[src/rtl/core/twcw_pkg.sv]
`timescale 1ns / 1ps

package twcw_pkg;

  // Default geometry of the cell store.
  localparam int MaxColsDef = 128;
  localparam int MaxRowsDef = 64;

  // Fixed widths of the request, result and register fields.
  localparam int ReqTypeW = 2;
  localparam int CodeW    = 16;
  localparam int RdRowW   = 6;
  localparam int RdColW   = 7;
  localparam int WordW    = 32;
  localparam int OutRowW  = 6;
  localparam int OutColW  = 7;
  localparam int CfgColsW = 8;
  localparam int CfgRowsW = 7;
  localparam int AttrW    = 16;
  localparam int CfgIdxW  = 3;
  localparam int CfgDataW = 16;

  // Character codes with a meaning of their own.
  localparam logic [CodeW-1:0] CodeCr = 16'h000D;
  localparam logic [CodeW-1:0] CodeLf = 16'h000A;

  // Register reset values.
  localparam logic [CfgColsW-1:0] ColsRst  = 8'd80;
  localparam logic [CfgRowsW-1:0] RowsRst  = 7'd25;
  localparam logic [AttrW-1:0]    AttrRst  = 16'd0;
  localparam logic [CodeW-1:0]    BlankRst = 16'd32;

  typedef enum logic [CfgIdxW-1:0] {
    CFG_COLS   = 3'd0,
    CFG_ROWS   = 3'd1,
    CFG_ATTR   = 3'd2,
    CFG_BLANK  = 3'd3,
    CFG_LOCKED = 3'd4
  } cfg_idx_e;

  typedef enum logic [ReqTypeW-1:0] {
    REQ_WRITE = 2'd0,
    REQ_CLEAR = 2'd1,
    REQ_READ  = 2'd2,
    REQ_NONE  = 2'd3
  } req_type_e;

  typedef enum logic [1:0] {
    ST_IDLE,
    ST_EXEC,
    ST_READ,
    ST_BLANK
  } state_e;

  typedef struct packed {
    logic [CfgColsW-1:0] cols;
    logic [CfgRowsW-1:0] rows;
    logic [AttrW-1:0]    attr;
    logic [CodeW-1:0]    blank;
    logic                locked;
  } cfg_t;

endpackage

[src/rtl/core/twcw_ctrl.sv]
`timescale 1ns / 1ps

module twcw_ctrl import twcw_pkg::*; #(
  parameter int MaxCols = MaxColsDef,
  parameter int MaxRows = MaxRowsDef,
  localparam int ColW  = $clog2(MaxCols),
  localparam int RowW  = $clog2(MaxRows),
  localparam int AddrW = RowW + ColW
) (
  input  logic               clk_i,
  input  logic               rst_ni,
  input  cfg_t               cfg_i,
  input  logic               start,
  output logic               busy,
  input  logic [ReqTypeW-1:0] req_type_i,
  input  logic [CodeW-1:0]   char_code_i,
  input  logic [RdRowW-1:0]  read_row_i,
  input  logic [RdColW-1:0]  read_col_i,
  output logic               done_o,
  output logic [WordW-1:0]   cell_word_o,
  output logic [OutRowW-1:0] cursor_row_out_o,
  output logic [OutColW-1:0] cursor_col_out_o,
  output logic               did_scroll_o,
  output logic               mem_en_o,
  output logic               mem_we_o,
  output logic [AddrW-1:0]   mem_addr_o,
  output logic [WordW-1:0]   mem_wdata_o,
  input  logic [WordW-1:0]   mem_rdata_i
);

  state_e state_q, state_d;

  logic [ReqTypeW-1:0] req_q;
  logic [CodeW-1:0]    code_q;
  logic [RdRowW-1:0]   rrow_q;
  logic [RdColW-1:0]   rcol_q;

  logic [RowW-1:0] top_q, top_d;
  logic [RowW-1:0] crow_q, crow_d;
  logic [ColW-1:0] ccol_q, ccol_d;
  logic [RowW-1:0] brow_q, brow_d;
  logic [ColW-1:0] bcol_q, bcol_d;
  logic            scr_q, scr_d;
  logic            done_q, done_d;
  logic [WordW-1:0] word_q, word_d;

  logic [RowW-1:0] rows_last, crow_sat, vis_row, phys_row;
  logic [ColW-1:0] cols_last, ccol_sat;
  logic [RowW:0]   phys_sum;
  logic            rd_in_range, at_last_row;

  // Effective window size, clamped to the store geometry.
  always_comb begin
    if (cfg_i.cols == '0) begin
      cols_last = '0;
    end else if ((CfgColsW+1)'(cfg_i.cols) >= (CfgColsW+1)'(MaxCols)) begin
      cols_last = ColW'(MaxCols - 1);
    end else begin
      cols_last = ColW'(cfg_i.cols - 1'b1);
    end
    if (cfg_i.rows == '0) begin
      rows_last = '0;
    end else if ((CfgRowsW+1)'(cfg_i.rows) >= (CfgRowsW+1)'(MaxRows)) begin
      rows_last = RowW'(MaxRows - 1);
    end else begin
      rows_last = RowW'(cfg_i.rows - 1'b1);
    end
  end

  assign crow_sat    = (crow_q > rows_last) ? rows_last : crow_q;
  assign ccol_sat    = (ccol_q > cols_last) ? cols_last : ccol_q;
  assign at_last_row = (crow_sat == rows_last);
  assign rd_in_range = (8'(rrow_q) <= 8'(rows_last)) && (9'(rcol_q) <= 9'(cols_last));

  // Visible row to physical row: the window starts at top_q and wraps.
  always_comb begin
    unique case (state_q)
      ST_BLANK: vis_row = brow_q;
      default: begin
        if (req_q == REQ_READ) begin
          vis_row = RowW'(rrow_q);
        end else begin
          vis_row = crow_sat;
        end
      end
    endcase
    phys_sum = (RowW+1)'(top_q) + (RowW+1)'(vis_row);
    if (phys_sum >= (RowW+1)'(MaxRows)) begin
      phys_row = RowW'(phys_sum - (RowW+1)'(MaxRows));
    end else begin
      phys_row = RowW'(phys_sum);
    end
  end

  always_comb begin
    state_d     = state_q;
    top_d       = top_q;
    crow_d      = crow_q;
    ccol_d      = ccol_q;
    brow_d      = brow_q;
    bcol_d      = bcol_q;
    scr_d       = scr_q;
    done_d      = 1'b0;
    word_d      = '0;
    mem_en_o    = 1'b0;
    mem_we_o    = 1'b0;
    mem_addr_o  = {phys_row, ccol_sat};
    mem_wdata_o = {cfg_i.attr, code_q};

    unique case (state_q)
      ST_IDLE: begin
        if (start) begin
          state_d = ST_EXEC;
        end
      end
      ST_EXEC: begin
        state_d = ST_IDLE;
        done_d  = 1'b1;
        scr_d   = 1'b0;
        unique case (req_q)
          REQ_WRITE: begin
            crow_d = crow_sat;
            ccol_d = ccol_sat;
            if (code_q == CodeCr) begin
              ccol_d = '0;
              if (!at_last_row) begin
                crow_d = crow_sat + 1'b1;
              end else if (!cfg_i.locked) begin
                scr_d = 1'b1;
              end
            end else if (code_q != CodeLf) begin
              mem_en_o = 1'b1;
              mem_we_o = 1'b1;
              if (ccol_sat != cols_last) begin
                ccol_d = ccol_sat + 1'b1;
              end else if (!at_last_row) begin
                crow_d = crow_sat + 1'b1;
                ccol_d = '0;
              end else if (!cfg_i.locked) begin
                ccol_d = '0;
                scr_d  = 1'b1;
              end
            end
            // A scroll moves the window base and then blanks the new bottom row.
            if (scr_d) begin
              top_d   = (top_q == RowW'(MaxRows - 1)) ? '0 : top_q + 1'b1;
              brow_d  = rows_last;
              bcol_d  = '0;
              done_d  = 1'b0;
              state_d = ST_BLANK;
            end
          end
          REQ_CLEAR: begin
            brow_d  = '0;
            bcol_d  = '0;
            done_d  = 1'b0;
            state_d = ST_BLANK;
          end
          REQ_READ: begin
            mem_addr_o = {phys_row, ColW'(rcol_q)};
            if (rd_in_range) begin
              mem_en_o = 1'b1;
              done_d   = 1'b0;
              state_d  = ST_READ;
            end
          end
          REQ_NONE: begin
          end
          default: begin
          end
        endcase
      end
      ST_READ: begin
        word_d  = mem_rdata_i;
        done_d  = 1'b1;
        state_d = ST_IDLE;
      end
      ST_BLANK: begin
        mem_en_o    = 1'b1;
        mem_we_o    = 1'b1;
        mem_addr_o  = {phys_row, bcol_q};
        mem_wdata_o = {cfg_i.attr, cfg_i.blank};
        if (bcol_q == cols_last) begin
          bcol_d = '0;
          if (brow_q == rows_last) begin
            done_d  = 1'b1;
            state_d = ST_IDLE;
          end else begin
            brow_d = brow_q + 1'b1;
          end
        end else begin
          bcol_d = bcol_q + 1'b1;
        end
      end
      default: begin
        state_d = ST_IDLE;
      end
    endcase
  end

  always_ff @(posedge clk_i or negedge rst_ni) begin
    if (!rst_ni) begin
      state_q <= ST_IDLE;
      top_q   <= '0;
      crow_q  <= '0;
      ccol_q  <= '0;
      brow_q  <= '0;
      bcol_q  <= '0;
      scr_q   <= 1'b0;
      done_q  <= 1'b0;
    end else begin
      state_q <= state_d;
      top_q   <= top_d;
      crow_q  <= crow_d;
      ccol_q  <= ccol_d;
      brow_q  <= brow_d;
      bcol_q  <= bcol_d;
      scr_q   <= scr_d;
      done_q  <= done_d;
    end
  end

  always_ff @(posedge clk_i) begin
    word_q <= word_d;
    if (state_q == ST_IDLE && start) begin
      req_q  <= req_type_i;
      code_q <= char_code_i;
      rrow_q <= read_row_i;
      rcol_q <= read_col_i;
    end
  end

  assign busy             = (state_q != ST_IDLE);
  assign done_o           = done_q;
  assign cell_word_o      = word_q;
  assign cursor_row_out_o = OutRowW'(crow_q);
  assign cursor_col_out_o = OutColW'(ccol_q);
  assign did_scroll_o     = scr_q;

endmodule

[config.mk]
export PLATFORM = sky130hd
export DESIGN_NAME = twcw_ctrl
export DESIGN_NICKNAME = d
export VERILOG_FILES = /design/src/rtl/core/twcw_pkg.sv /design/src/rtl/core/twcw_ctrl.sv
export SDC_FILE = /design/constraint.sdc
export NUM_CORES = 1
export LEC_CHECK = 0
export ABC_AREA = 1
export ABC_CLOCK_PERIOD_IN_PS = 4200
export BUFFER_PORTS_ARGS = -buffer_cell sky130_fd_sc_hd__buf_4
export CAP_MARGIN = 20
export CORE_ASPECT_RATIO = 1.2
export CORE_UTILIZATION = 36
export CTS_CLUSTER_DIAMETER = 50
export DETAILED_ROUTE_END_ITERATION = 10
export SYNTH_ARGS = -nofsm -noshare
export SYNTH_HDL_FRONTEND = slang
export SYNTH_SLANG_ARGS = --single-unit
[constraint.sdc]
create_clock -name clk_i -period 4.2 [get_ports clk_i]
set_input_delay 0.21 -clock clk_i [delete_from_list [all_inputs] [get_ports clk_i]]
set_output_delay 0.21 -clock clk_i [all_outputs]
set_load 0.01 [all_outputs]
==> results.yml, run 1 <==
global_route:
  grt_usage_pct: 19.96
  grt.busiest_layer: "met2"
  antenna_found_initial: 0
  met2_usage_pct: 34.94
  met3_usage_pct: 5.093
  first_global_vias: 5998
  grt_pass1_wl_um: 29260
  grt_remaining_overflow: 0
  grt_max_degree: 37
  grt_util_met1_pct: 23.02
logic_synthesis:
  synth_edf_count: 31
  syn_inst: 845
  synth_top_area_share_pct: 14.32
  synthTopCellsByArea: "edfxtp_1 (14%), dfrtp_1 (14%), nand2_1 (11%), dfxtp_1 (9.9%), ha_1 (7.7%)"
  async_flop_share_pct: 36.36
  netlist_area_um2: 6501
  yosysMostFrequentCell: "nand2_1"
  synthTopCellsByCount: "nand2_1 (188), inv_1 (114), nor2_1 (85)"
  synthFlopType: "dfrtp_1"
  yosysSeqAreaShare_pct: 38.03
  synth.distinct_cells: 49
  ys_seq_elements: 99
  syn-num-nets: 1000
  yosysWarnings: 0
  avgSynthCellArea_um2: 7.694
  yosysTopAreaCell: "edfxtp_1"
sta:
  slew_headroom_pct: 38.48
  worstMarginPinSlew_ns: 0.9207
  tns_ns: 0
  finalCritPeriodShare_pct: 94.11
  drv_slew: 0
  setup_viol: 0
  min_period_ns: 3.953
  hold_violations: 0
  clock-skew-final_ns: 0.01322
  max_freq_mhz: 253.0
clocking:
  cts_tree: "yes"
  clkSlewWorstSetupHoldPaths_ns: 0.08
  clock-sinks: 99
  cts.path.max_buffers: 2
  cts_root_buf: "clkbuf_16"
  clk_latency_ns: 0.36
  numCtsBuffers: 9
  h-tree-depth: 3
power_and_ir_drop:
  p_int_w: 0.002929
  ir_worst_vdd_uv: 260.5
  power_density_nw_per_um2: 624.6
  power.clock.fraction_pct: 16.1
  p_seq_share_pct: 28.5
  p_switching_w: 0.002347
  p_leak_nw: 4.297
  comb_power_share_pct: 55.4
  switching_share_pct: 44.48
routing:
  via_count: 6087
  drt_iter0_drc: 295
  antenna_left: 0
  wl_per_cell_um: 14.89
  routed_wl_um: 18520
  drcViolationCount: 0
  dr.pass1.iters: 5
  viasPerCell: 4.893
run_status:
  outcome: "complete, no violations"
die:
  dieArea_um2: 18600
  start_util_pct: 37.00
  rows: 53
  core-area_um2: 17570
  die_w_um: 124.7
  fp.dieH_um: 149.2
  boundaryPins: 209
cells_and_area:
  fin_nets: 1174
  insertedDiodeCount: 0
  drive_gt1_share_pct: 26.27
  multi_input_area_um2: 3455
  fill_cells: 1729
  layout.core_utilization_pct: 48.07
  area_delta_synth_final_pct: 29.93
  seq_area_um2: 2472
worst_setup_path:
  ff2ff_path_depth: 9
  crit_fanout: 6
  r2r_end: "brow_q[4]"
  r2r_setup_slack_ns: 0.86
  worstSetupStartpoint: "cfg_i[33]"
  worstSetupStartpointType: "input pin"
  cp.required_ns: 3.99
  end_kind: "output port"
  cp.arrival_ns: 3.74
  rr_startpoint: "state_q[0]"
  critPathKind: "input pin to output port"
place:
  dp_hpwl_um: 14360
  numPortBuffers: 176
  globalplace.congestion: 0.8548
min_path:
  worst_hold_startpoint: "char_code_i[12]"
  hold_depth: 1
  whs_endpoint: "code_q[12]"
  hold_class: "input pin to flop"
job:
  cap_violations: 0
## repair_timing
item | CTS | global route
hold endpoints to repair | 36 | 0
setup buffers | 0 | 6
gates resized for setup | 0 | 16
hold buffers | 1 | 0
setup endpoints to repair | 0 | 1
## routing by layer
metal	routed length (um)	part of all wire, %
met1	7825	42
met2	8968	48
met3	1286	6.9
met4	438	2.4
met5	0	0
## worst max-delay path by stage
stage | end | slack (ns) | depth (start not counted)
after floorplan | mem_addr_o[12] | 0.39 | 24
after global placement | mem_addr_o[12] | 0.29 | 25
after detailed placement | mem_addr_o[12] | 0.18 | 25
after CTS | mem_addr_o[12] | 0.18 | 25
after global routing | mem_addr_o[12] | -0.04 | 26
final | mem_addr_o[12] | 0.25 | 25
## power by group through the flow
stage / Sequential (W) / Combinational [W] / Clock (W)
3_5_place_dp: 0.00152 / 0.00285 / 0
6_report: 0.00151 / 0.00292 / 0.000847
2_1_floorplan: 0.00150 / 0.00171 / 0
5_1_grt: 0.00154 / 0.00326 / 0.000900
4_1_cts: 0.00151 / 0.00286 / 0.000872
3_3_place_gp: 0.00153 / 0.00283 / 0
## cell families after synthesis
logic type / after synthesis / synth area share [%]
xor+xnor: 30 / 4.042
buf+inv: 158 / 10.20
compound gates: 125 / 11.49
simple gates: 392 / 28.23
fa+ha+maj: 41 / 8.006
flops: 99 / 38.03
## worst max-delay path, cell delays in order
cell and delay (ns):
buf_4 0.09, clkinvlp_4 0.17, ha_4 0.22, xnor2_1 0.12, nand2_1 0.11, nand2_4 0.10, ha_1 0.29, nand2_1 0.04
nor2_1 0.13, nand2_1 0.07, nand3_1 0.09, nand2_2 0.12, o21ai_2 0.15, nand2_1 0.06, o21ai_0 0.10, a21oi_1 0.11
ha_1 0.38, a21oi_1 0.17, inv_1 0.08, a31oi_4 0.16, o21ai_0 0.11, a21oi_1 0.16, xor2_1 0.18, xor2_1 0.16
buf_4 0.14
## layout make-up
cell class | instances | share of cell area (%)
Clock buffer | 9 | 2.666
Clock inverter | 7 | 0.8147
Inverter | 125 | 5.599
Multi-Input combinational cell | 589 | 40.90
Sequential cell | 99 | 29.27
Tap cell | 220 | 3.259
Timing Repair Buffer | 195 | 17.49
## placed cells by master (no fill, tap or decap), types with 22 or more instances in the layout
cell type    n
ha_1        38
buf_4      192
o21ai_0     37
dfxtp_1     32
inv_1      113
nand3_1     52
xor2_1      23
nor2_1      84
dfrtp_1     36
edfxtp_1    31
a21oi_1     22
nand2_1    188
## sequential cells by signal, indices dropped and copies added (netlist names)
register / count
cursor_col_out_o: 7
top_q: 6
state_q: 2
brow_q: 6
req_q: 2
cursor_row_out_o: 6
rrow_q: 6
code_q: 16
bcol_q: 7
done_o: 1
rcol_q: 7
did_scroll_o: 1
cell_word_o: 32
## per-stage QoR
step / total power (W) / hold slack, ns / cell area [um2] / setup slack, ns / cells
after floorplan: 0.003206 / -0.08559 / 6501 / 0.3879 / 845
after global placement: 0.004355 / 0.2158 / 7994 / 0.2897 / 1219
after detailed placement: 0.004372 / 0.2260 / 7994 / 0.1790 / 1219
after CTS: 0.005244 / 0.009594 / 8298 / 0.1834 / 1236
after global routing: 0.005703 / 0.01163 / 8447 / -0.03895 / 1244
final: 0.005276 / 0.02042 / 8447 / 0.2473 / 1244
(Power assumes the default switching activity.)
==> run 2, diff against run 1 <==
Settings changed: CTS_BUF_LIST set to sky130_fd_sc_hd__clkbuf_4.
==> run 2 against run 1 <==
Against the previous run:
- total power shrank 4.8%
- sequential power is essentially flat
- hold slack gained 0.046 ns
- global-route usage rose by 0.71 points
==> results.yml, run 2 (synthesized netlist as in run 1, its figures left out) <==
cells_and_area:
  fin_nets: 1237
  layout_common_cells: "buf_4 (192), nand2_1 (188), inv_1 (113)"
  largest_reg_flops: 32
  fin_area_um2: 8916
  drive_gt1_share_pct: 24.84
  final_common_cell: "buf_4"
  fill_cells: 1645
  area_delta_synth_final_pct: 37.14
clocking:
  numCtsBuffers: 9
  clkSlewWorstSetupHoldPaths_ns: 0.18
  clock-sinks: 99
  cts_tree: "yes"
  h-tree-depth: 3
  cts_root_buf: "clkbuf_4"
  clk_latency_ns: 0.50
  cts.path.max_buffers: 2
worst_setup_path:
  worstSetupStartpointType: "flop"
  crit_fanout: 7
  cp.required_ns: 3.99
  critPathKind: "flop to output port"
  cp.arrival_ns: 3.72
  end_kind: "output port"
global_route:
  grt_pass1_wl_um: 30500
  met2_usage_pct: 36.93
  met3_usage_pct: 5.344
  grt.busiest_layer: "met2"
  grt_remaining_overflow: 0
  antenna_found_initial: 1
  grt_util_met1_pct: 23.95
  first_global_vias: 6349
  grt_max_degree: 37
  grt_usage_pct: 20.67
sta:
  drv_slew: 0
  finalCritPeriodShare_pct: 93.61
  timing.hold.ws_ns: 0.06623
  slew_headroom_pct: 39.40
  min_period_ns: 3.932
  clock-skew-final_ns: 0.01977
  hold_violations: 0
  setup_viol: 0
  worstMarginPinSlew_ns: 0.9069
  max_freq_mhz: 254.3
  setup_ws_ns: 0.2682
power_and_ir_drop:
  p_leak_nw: 4.493
  ir_worst_vdd_uv: 227.2
  power_density_nw_per_um2: 563.1
die:
  fp.dieH_um: 149.2
  start_util_pct: 37.00
  rows: 53
  boundaryPins: 209
  die_w_um: 124.7
  core-area_um2: 17570
  dieArea_um2: 18600
routing:
  routed_wl_um: 19180
  viasPerCell: 4.842
  drt_iter0_drc: 373
  drcViolationCount: 0
  via_count: 6333
  wl_per_cell_um: 14.67
  antenna_left: 0
  dr.pass1.iters: 5
run_status:
  outcome: "complete, no violations"
min_path:
  hold_class: "input pin to flop"
place:
  numPortBuffers: 176
  globalplace.congestion: 0.8548
  dp_hpwl_um: 14360
  dpl-instance-area_um2: 7994
  place_ws_ns: 0.1790
job:
  cap_violations: 0
[run 2: critical path, cell delays in order (launching register included)]
cell,delay (ns)
dfrtp_1,0.50
ha_1,0.31
nand2_1,0.06
nor2_1,0.14
nand2_1,0.07
nand3_1,0.09
nand2_2,0.12
o21ai_2,0.15
nand2_1,0.06
o21ai_0,0.09
a21oi_1,0.10
ha_1,0.37
a21oi_1,0.17
inv_1,0.08
a31oi_4,0.16
o21ai_1,0.09
a21oi_1,0.17
xor2_1,0.18
xor2_1,0.16
buf_4,0.14
[run 2: metrics by stage]
stage           TNS [ns]  instances  util (%)  total power, W
6_report               0       1308     50.74        0.005021
5_1_grt        -0.008338       1308     50.74        0.005446
4_1_cts                0       1299     49.91        0.004962
3_5_place_dp           0       1219     45.49        0.004372
3_3_place_gp           0       1219     45.49        0.004355
2_1_floorplan          0        845         -        0.003206
[run 2: metal layers]
layer	share of wire [%]	wire, um	vias up
li1	-	-	3227
met1	43	8213	2892
met2	49	9372	191
met3	6.6	1258	23
met4	1.8	338	0
met5	0	0	-
[run 2: worst paths after layout]
path                                      from                   to  slack, ns  depth (start not counted)
setup reg to reg                    state_q[0]            brow_q[4]       0.83                          9
hold / removal                        cfg_i[0]         did_scroll_o       0.07                          4
setup / recovery           cursor_row_out_o[4]       mem_addr_o[12]       0.27                         19
min in group asynchronous               rst_ni             top_q[4]       0.21                          2
hold reg to reg                   did_scroll_o         did_scroll_o       0.52                          2
max in group asynchronous               rst_ni  cursor_row_out_o[3]       3.61                          2
[run 2: area by class of cell]
type | instances | area [um2] | area share [%]
clock buffers | 9 | 67.56 | 0.7578
multi-input cells | 589 | 3435 | 38.52
inverters | 125 | 473.0 | 5.305
clock inverters | 7 | 68.82 | 0.7718
diodes | 1 | 2.502 | 0.02807
flip-flops and latches | 99 | 2474 | 27.74
well taps | 220 | 275.3 | 3.087
repair buffers | 258 | 2121 | 23.79
[run 2: what timing repair did]
item | CTS | global route
hold buffers | 64 | 0
setup buffers | 0 | 6
hold endpoints to repair | 99 | 0
gates resized for setup | 0 | 16
endpoints found under the setup margin | 0 | 1
[run 2: report_power, final]
part / leakage (nW) / internal (W) / total (W) / switching, W
clock: 0.0756 / 0.000140 / 0.000536 / 0.000396
sequential: 0.986 / 0.00126 / 0.00151 / 0.000247
combinational: 3.43 / 0.00129 / 0.00298 / 0.00169
==> run 3, diff against run 2 <==
Settings changed: CELL_PAD_IN_SITES_DETAIL_PLACEMENT set to 0, CELL_PAD_IN_SITES_GLOBAL_PLACEMENT set to 1, CORE_UTILIZATION 36 to 38, PLACE_DENSITY_LB_ADDON set to 0.1.
==> run 3 against run 2 <==
Against the previous run:
- flip-flop and latch count unchanged
- critical path depth fell by 3
- routed wire length is essentially flat
- hold slack better by 0.051 ns
- critical endpoint is now mem_addr_o[11]
- largest cell class unchanged
==> results.yml, run 3 (synthesized netlist as in run 1, its figures left out) <==
cells_and_area:
  fill_cells: 1625
  layout_common_cells: "buf_4 (197), nand2_1 (188), inv_1 (112)"
  fin_nets: 1242
  area_delta_synth_final_pct: 37.37
  drive_gt1_share_pct: 25.37
  largest_reg_flops: 32
  final_common_cell: "buf_4"
  fin_cells: 1309
routing:
  viasPerCell: 4.772
  drt_iter0_drc: 297
  routed_wl_um: 19170
  drcViolationCount: 0
  dr.pass1.iters: 5
  antenna_left: 0
  via_count: 6246
  wl_per_cell_um: 14.64
die:
  start_util_pct: 38.73
  core-area_um2: 16790
  fp.dieH_um: 145.3
  rows: 52
  boundaryPins: 209
  dieArea_um2: 17640
  die_w_um: 121.4
worst_setup_path:
  path_buf_inv: 2
  rr_startpoint: "cursor_col_out_o[4]"
  worstPathCellList: "ha_1, nand2_1, nor2_1, nand2_1, nand3_1, nand2_2, o21ai_0, inv_1, nand2_1, a31oi_1, ha_1, fa_1, a21oi_1, o21ai_0, xor2_1, buf_4"
  critPathKind: "flop to output port"
  cp.arrival_ns: 3.66
  worstSetupStartpointType: "flop"
  cp.required_ns: 3.99
  slowest_stage: "dfrtp_1"
  critPathTopFamily: "adder cells"
  crit_fanout: 7
  r2r_setup_slack_ns: 1.27
  ff2ff_path_depth: 16
  cp_common_cell: "nand2_1"
  slowest_delay_ns: 0.46
  r2r_end: "cursor_col_out_o[6]"
  end_kind: "output port"
sta:
  finalCritPeriodShare_pct: 92.09
  drv_slew: 0
  slew_headroom_pct: 65.48
  worstMarginPinSlew_ns: 0.5177
  hold_violations: 0
  min_period_ns: 3.868
  setup_viol: 0
  tns_ns: 0
  clock-skew-final_ns: 0.03488
  timing.hold.ws_ns: 0.1171
  max_freq_mhz: 258.5
place:
  place_inst: 1220
  dp_hpwl_um: 14410
  numPortBuffers: 176
  globalplace.congestion: 0.8509
power_and_ir_drop:
  ir_worst_vdd_uv: 225.2
  p_leak_nw: 4.516
  power_density_nw_per_um2: 559.0
min_path:
  hold_depth: 4
  hold_class: "input pin to flop"
  whs_endpoint: "did_scroll_o"
  worst_hold_startpoint: "cfg_i[0]"
clocking:
  cts_root_buf: "clkbuf_4"
  numCtsBuffers: 9
  clock-sinks: 99
  clkSlewWorstSetupHoldPaths_ns: 0.16
  cts_tree: "yes"
  clk_latency_ns: 0.49
  cts.path.max_buffers: 2
  h-tree-depth: 3
run_status:
  outcome: "complete, no violations"
global_route:
  antenna_found_initial: 1
  grt_remaining_overflow: 0
  first_global_vias: 6313
  grt_max_degree: 37
  grt_usage_pct: 22.26
  grt_pass1_wl_um: 30680
job:
  cap_violations: 0
## run 3: routing by layer
metal	GRT usage (%)	up-vias	wire length, um
met5	0	-	0
met4	7.901	0	451
met3	4.992	32	1253
met2	37.73	198	9227
met1	27.31	2792	8236
li1	-	3224	-
## run 3: worst reg2reg max path, delay by kind of cell, from the launching register on
family                   cells  cell delay (ns)
flip-flops                   1             0.47
XOR/XNOR                     1             0.15
AND/OR/NAND/NOR              9             1.12
adder cells (fa/ha/maj)      2             0.54
AO/OA/AOI/OAI                4             0.57
## run 3: layout make-up
| class | instances | area [um2] | share of cell area (%) |
|---|---|---|---|
| antenna | 1 | 2.502 | 0.02802 |
| clock buffer | 9 | 67.56 | 0.7565 |
| clock inverter | 7 | 70.07 | 0.7845 |
| inverter | 125 | 473.0 | 5.296 |
| multi-input combinational | 589 | 3416 | 38.25 |
| sequential | 99 | 2474 | 27.70 |
| tap | 216 | 270.3 | 3.026 |
| timing repair buffer | 263 | 2158 | 24.17 |
## run 3: power breakdown
group	internal, W	total, W	leakage, nW	switching (W)
clock network	0.000138	0.000522	0.0771	0.000383
registers	0.00126	0.00148	0.986	0.000218
logic	0.00129	0.00300	3.45	0.00170
## run 3: stage by stage
stage / utilization [%] / total power (W) / instance area (um2) / setup slack, ns
2_1_floorplan: - / 0.003206 / 6501 / 0.3879
3_3_place_gp: 47.79 / 0.004405 / 8021 / 0.2645
3_5_place_dp: 47.79 / 0.004390 / 8021 / 0.1990
6_report: 53.21 / 0.004992 / 8931 / 0.3322
4_1_cts: 52.42 / 0.004977 / 8800 / 0.1350
5_1_grt: 53.21 / 0.005423 / 8931 / -0.01596
## run 3: what timing repair did
action | 4_1_cts | 5_1_grt
resized for setup | 0 | 14
endpoints found under the setup margin | 0 | 1
buffers inserted | 0 | 6
endpoints found under the hold margin | 99 | 0
hold buffers | 64 | 0
## run 3: how the worst max path moves through the flow
stage                                    from             end  slack, ns  depth (start not counted)
after floorplan                     cfg_i[33]  mem_addr_o[12]       0.39                         24
after global placement              cfg_i[33]  mem_addr_o[12]       0.26                         25
after detailed placement            cfg_i[33]  mem_addr_o[12]       0.20                         25
after CTS                 cursor_row_out_o[3]  mem_addr_o[12]       0.14                         19
after global routing                cfg_i[35]  mem_addr_o[12]      -0.02                         27
final                     cursor_row_out_o[5]  mem_addr_o[11]       0.33                         16
